--- config.mk ---
export PLATFORM = sky130hd
export DESIGN_NAME = rnc_sqacc
export DESIGN_NICKNAME = d
export VERILOG_FILES = /design/src/rtl/core/rnc_pkg.sv /design/src/rtl/core/rnc_sqacc.sv
export SDC_FILE = /design/constraint.sdc
export NUM_CORES = 1
export LEC_CHECK = 0
export BUFFER_PORTS_ARGS = -buffer_cell sky130_fd_sc_hd__buf_2
export CORE_UTILIZATION = 65
export DETAILED_ROUTE_END_ITERATION = 8
export PLACE_DENSITY = 0.84
export SYNTH_ARGS = -nofsm -noshare
export SYNTH_HDL_FRONTEND = slang
export SYNTH_SLANG_ARGS = --single-unit
--- constraint.sdc ---
create_clock -name clk -period 12 [get_ports clk]
set_input_delay 0 -clock clk [delete_from_list [all_inputs] [get_ports clk]]
set_output_delay 0 -clock clk [all_outputs]
set_load 0.01 [all_outputs]
--- src/rtl/core/rnc_pkg.sv ---
`default_nettype none
package rnc_pkg;

  typedef enum logic [1:0] {
    CMD_LOAD_LEAF  = 2'd0,
    CMD_LOAD_POINT = 2'd1,
    CMD_QUERY      = 2'd2,
    CMD_UNUSED     = 2'd3
  } cmd_t;

  localparam logic [0:0] CFG_RADIUS     = 1'b0;
  localparam logic [0:0] CFG_LEAF_COUNT = 1'b1;

  localparam int MAX_LEAVES = 256;
  localparam int MAX_POINTS = 1024;

  localparam int RADIUS_W = 35;
  localparam int LCOUNT_W = 9;
  localparam int RANGE_W  = 11;
  localparam int ORDER_W  = 10;
  localparam int INDEX_W  = 10;
  localparam int COUNT_W  = 11;
  localparam logic [COUNT_W-1:0] COUNT_MAX = 11'd2047;

  typedef enum logic [3:0] {
    ST_IDLE,
    ST_LEAF_RD,
    ST_LEAF_WAIT,
    ST_LEAF_DX,
    ST_LEAF_DY,
    ST_LEAF_CMP,
    ST_ORD_RD,
    ST_ORD_WAIT,
    ST_PT_WAIT,
    ST_PT_DX,
    ST_PT_DY,
    ST_PT_CMP,
    ST_DONE
  } state_t;

endpackage
`default_nettype wire

--- src/rtl/core/rnc_sqacc.sv ---
`default_nettype none
// Shared squared-distance unit: one difference squared per cycle while en is high, accumulated.
module rnc_sqacc
  import rnc_pkg::*;
#(
  parameter int CW = 16
) (
  input  wire logic                  clk,
  input  wire logic                  clear,
  input  wire logic                  en,
  input  wire logic signed [CW-1:0]  a,
  input  wire logic signed [CW-1:0]  b,
  output logic [2*CW+2:0]            acc
);
  logic signed [CW:0] diff;
  logic [CW:0]        mag;
  logic [2*CW+1:0]    sq;

  always_comb begin
    diff = {a[CW-1], a} - {b[CW-1], b};
    mag  = diff[CW] ? (~diff + 1'b1) : diff;
    sq   = mag * mag;
  end

  always_ff @(posedge clk) begin
    if (clear) begin
      acc <= '0;
    end else if (en) begin
      acc <= acc + {1'b0, sq};
    end
  end
endmodule
`default_nettype wire

== Word-level counts from Yosys, hierarchy flattened ==
Index checks and enable logic that the tools add are counted.
Word-level totals
  flip-flop bits (word level): 35
  input port bits: 35
Operators by class
  bitwise operators: 1
  multiply operators: 1
  muxes and demuxes: 1
  add/sub/neg operators: 3
Operator list (number)
  $add A35 B34 Y35: 1
  $mul A17 B17 Y34: 1
  $add A17 B1 Y17 const B: 1
  $mux W17: 1
  $not A17 Y17: 1
  $sub A16 B16 Y17: 1

== Logic depth before layout (Yosys ltp) ==
  depth after elaboration: 6
  depth in mapped cells: 38
  gate-level depth less buffers: 36

== Worst setup path after synthesis ==
OpenSTA, ideal clock, no wires.
  path kind: input -> register
  from: input b[4]
  to: register acc[33]
  slack: 3.576 ns
  arrival: 8.302 ns
  stages: 34
  path through: inv_1 > ha_1 > a21o_1 > or3_4 > o211a_1 > o211a_1 > o211ai_2 > nand2_1 > buf_2 > a21oi_1 > xor2_2 > inv_2 > nor2_1 > inv_1 > fa_1 > inv_1 > fa_1 > fa_1 > inv_1 > fa_1 > fa_1 > inv_1 > fa_1 > ha_1 > and3_1 > and2_1 > a221o_1 > a221oi_1 > a21oi_1 > o2111ai_1 > a21oi_1 > o211ai_1 > mux2_2 > a311o_1
Between the ends
  longest elaborated chain between the ends: 6
Ends and longest elaborated chain
  from (decl): line rnc_sqacc.sv:12  | input wire logic signed [CW-1:0] b,
  $sub A16 B16 Y17 *: line rnc_sqacc.sv:20  | diff = {a[CW-1], a} - {b[CW-1], b};
  $not A17 Y17: line rnc_sqacc.sv:21  | mag = diff[CW] ? (~diff + 1'b1) : diff;
  $add A17 B1 Y17: line rnc_sqacc.sv:21
  $mux W17 *: line rnc_sqacc.sv:21
  $mul A17 B17 Y34 *: line rnc_sqacc.sv:22  | sq = mag * mag;
  $add A35 B34 Y35 *: line rnc_sqacc.sv:29  | acc <= acc + {1'b0, sq};
  to (signal assigned): line rnc_sqacc.sv:29
  to (decl): line rnc_sqacc.sv:13  | output logic [2*CW+2:0] acc
Every way passes the cells marked *; elsewhere a longest branch is shown, timed or not.
A chain may end at the register's enable or synchronous reset.

== Final worst setup path ==
  from: input a[0]
  to: register acc[34]
Between the ends
  longest elaborated chain between the ends: 6
Ends and longest elaborated chain
  from (decl): line rnc_sqacc.sv:11  | input wire logic signed [CW-1:0] a,
  $sub A16 B16 Y17 *: line rnc_sqacc.sv:20
  $not A17 Y17: line rnc_sqacc.sv:21
  $add A17 B1 Y17: line rnc_sqacc.sv:21
  $mux W17 *: line rnc_sqacc.sv:21
  $mul A17 B17 Y34 *: line rnc_sqacc.sv:22
  $add A35 B34 Y35 *: line rnc_sqacc.sv:29
Marked as above.

==> out/qor.csv <==
metric,value,unit
outcome,"complete, no violations",
synthDistinctLibCells,83,
synth-edff-count,0,
synthFlopType,dfxtp_1,
synth_area_leaders,"fa_1 38%, ha_1 14%, inv_1 11%",
reg2reg_slack,5.66,ns
largest_reg_flops,35,
fillCellCount,1319,
largestRegisters,acc: 35 flops,
drive_gt1_share,9.08,%
crit_top_cell,fa_1,
synth_warnings,0,
grt_util_all_layers,32.2,%
largest-register,acc,
cp-end-kind,flip-flop,
max_stage_delay,0.88,ns
final_common_cell,inv_1,
grt_overflow,0,
grt_max_degree,41,
cts_resized,0,
tritoncts,done,
place.gp.congestion,0.940,
hpwl,22200,µm
worstPathRequired,12.19,ns
cts_buffers,5,
clock_latency,0.30,ns
clock.fmax,107,MHz
mostFrequentLayoutCells,"351 x inv_1, 223 x fa_1, 127 x ha_1",
syn_area_per_cell,8.68,µm²
fin_crit_sh,78.0,%
die-area,18600,µm²
vias_per_cell,5.55,
final-max-slew-violation-count,0,
hold_viol,0,
syn2layout_area_growth,6.22,%
skew,0.00583,ns
drtAntennaViolNets,0,
diodes,0,
ys_seq_area_share,5.98,%
htree_levels,2,
crit_type,in2reg,
rows,48,
portBuffers,69,
hold_depth,2,
stdcell_count,1634,
clkSinkCount,35,
pin_count,70,
setup_viol,0,
relSlewSlack,17.3,%
ff2ff_path_depth,20,
tightest_slew,1.23,ns
multi_input_area,9520,µm²
max_cap_violations,0,
period_minus_slack,9.36,ns
drt_iter0_markers,647,
coreArea,17500,µm²
grt_first_pass_wirelength,46000,µm
synth.largest_area_cell,fa_1,
synth_area,11700,µm²
die_h,136,µm
routed-via-count,9071,
fin_setup_tns,0,ns
final_net_count,1793,
clk_pin_slew_worst_paths,0.06,ns
grt_pass1_vias,9747,
fin_util,71.2,%
start_util,67.1,%
min_path_type,in2reg,
cts_root_buf,clkbuf_16,
drc,0,
rsz0062_at_grt,no,
dr.pass1.iters,5,
wl_per_cell,16.2,µm
postRouteWirelength,26400,µm
synth-seq-cells,35,
worst_setup_path_start_kind,input port,
dp.cells,1626,
crit_slowest_cell,xnor2_1,
chipWidth,136,µm
cp_max_fo,12,
cts_setup_buffers,0,
antenna_found_initial,0,
holdBufCountCts,0,
async_flop_share,0,%
regArea,701,µm²
synth_cells,1350,
synth.top_cell.area_share,38.1,%
arrival,9.55,ns
cts_buffer_depth,2,
-- path summary, 6_finish.rpt --
check	startpoint	to
min reg2reg	acc[8]	acc[8]
max	a[0]	acc[34]
max reg2reg	acc[9]	acc[33]
min	clear	acc[28]
-- cell families (layout without fill, tap and decap cells) --
| kind of cell | Yosys count | count (layout) | synth area share [%] |
|---|---|---|---|
| simple gates | 316 | 316 | 12.7 |
| buf+inv | 403 | 453 | 13.1 |
| mux | 24 | 24 | 2.08 |
| xor+xnor | 52 | 52 | 4.14 |
| compound gates | 168 | 168 | 10.2 |
| fa+ha+maj | 350 | 350 | 51.7 |
| flops | 35 | 35 | 5.98 |
| other cells | 2 | 11 | 0.0641 |
-- worst max-delay path, delay by kind of cell --
| kind | cells | cell delay [ns] |
|---|---|---|
| xor+xnor | 2 | 1.12 |
| simple gates | 4 | 0.90 |
| fa+ha+maj | 9 | 3.94 |
| compound gates | 9 | 2.50 |
| buf+inv | 7 | 0.59 |
| mux | 2 | 0.50 |
-- per-stage QoR --
stage          instance area [µm²]  hold slack [ns]  setup slack, ns
4_1_cts                      12400            0.297             2.72
3_5_place_dp                 12300            0.415             2.45
2_1_floorplan                11800            0.294             3.58
6_report                     12400            0.296             2.64
3_3_place_gp                 12300            0.415             2.63
5_1_grt                      12400            0.332             1.88
-- synth_stat cells, drive strengths merged (3+ instances only) --
cell type / number
o211a: 3
nand4: 5
mux2: 3
dfxtp: 35
o311ai: 4
o21ai: 18
ha: 127
and2: 10
or2: 4
buf: 14
nand4b: 3
nand2: 104
a211oi: 8
a31oi: 7
o21a: 8
nor3b: 4
mux2i: 21
clkbuf: 21
clkinv: 3
nor2: 107
nor3: 24
nor2b: 11
nand2b: 12
o31ai: 4
inv: 365
a211o: 3
or3: 5
a21oi: 42
xnor2: 34
a21boi: 3
a2111oi: 4
nand3b: 4
fa: 223
nand3: 10
xor2: 18
o211ai: 7
and3: 7
a21o: 33
-- layout make-up --
cell class | count | share of cell area (%)
clock buffers | 8 | 1.26
inverters | 368 | 11.1
well taps | 225 | 2.26
repair buffers | 77 | 3.26
flip-flops and latches | 35 | 5.63
multi-input cells | 921 | 76.5
-- layer usage --
metal	global-route usage (%)	vias up	wire length (µm)	part of all wire, %
met5	0	-	0	0
met4	13.5	0	1100	4.2
met3	5.82	89	1760	6.7
met2	55.4	326	13000	49
met1	39.5	4392	10500	40
li1	-	4264	-	-
Power is not shown: default switching activity piles up to over one toggle a cycle in this logic, so the estimate is an artifact.
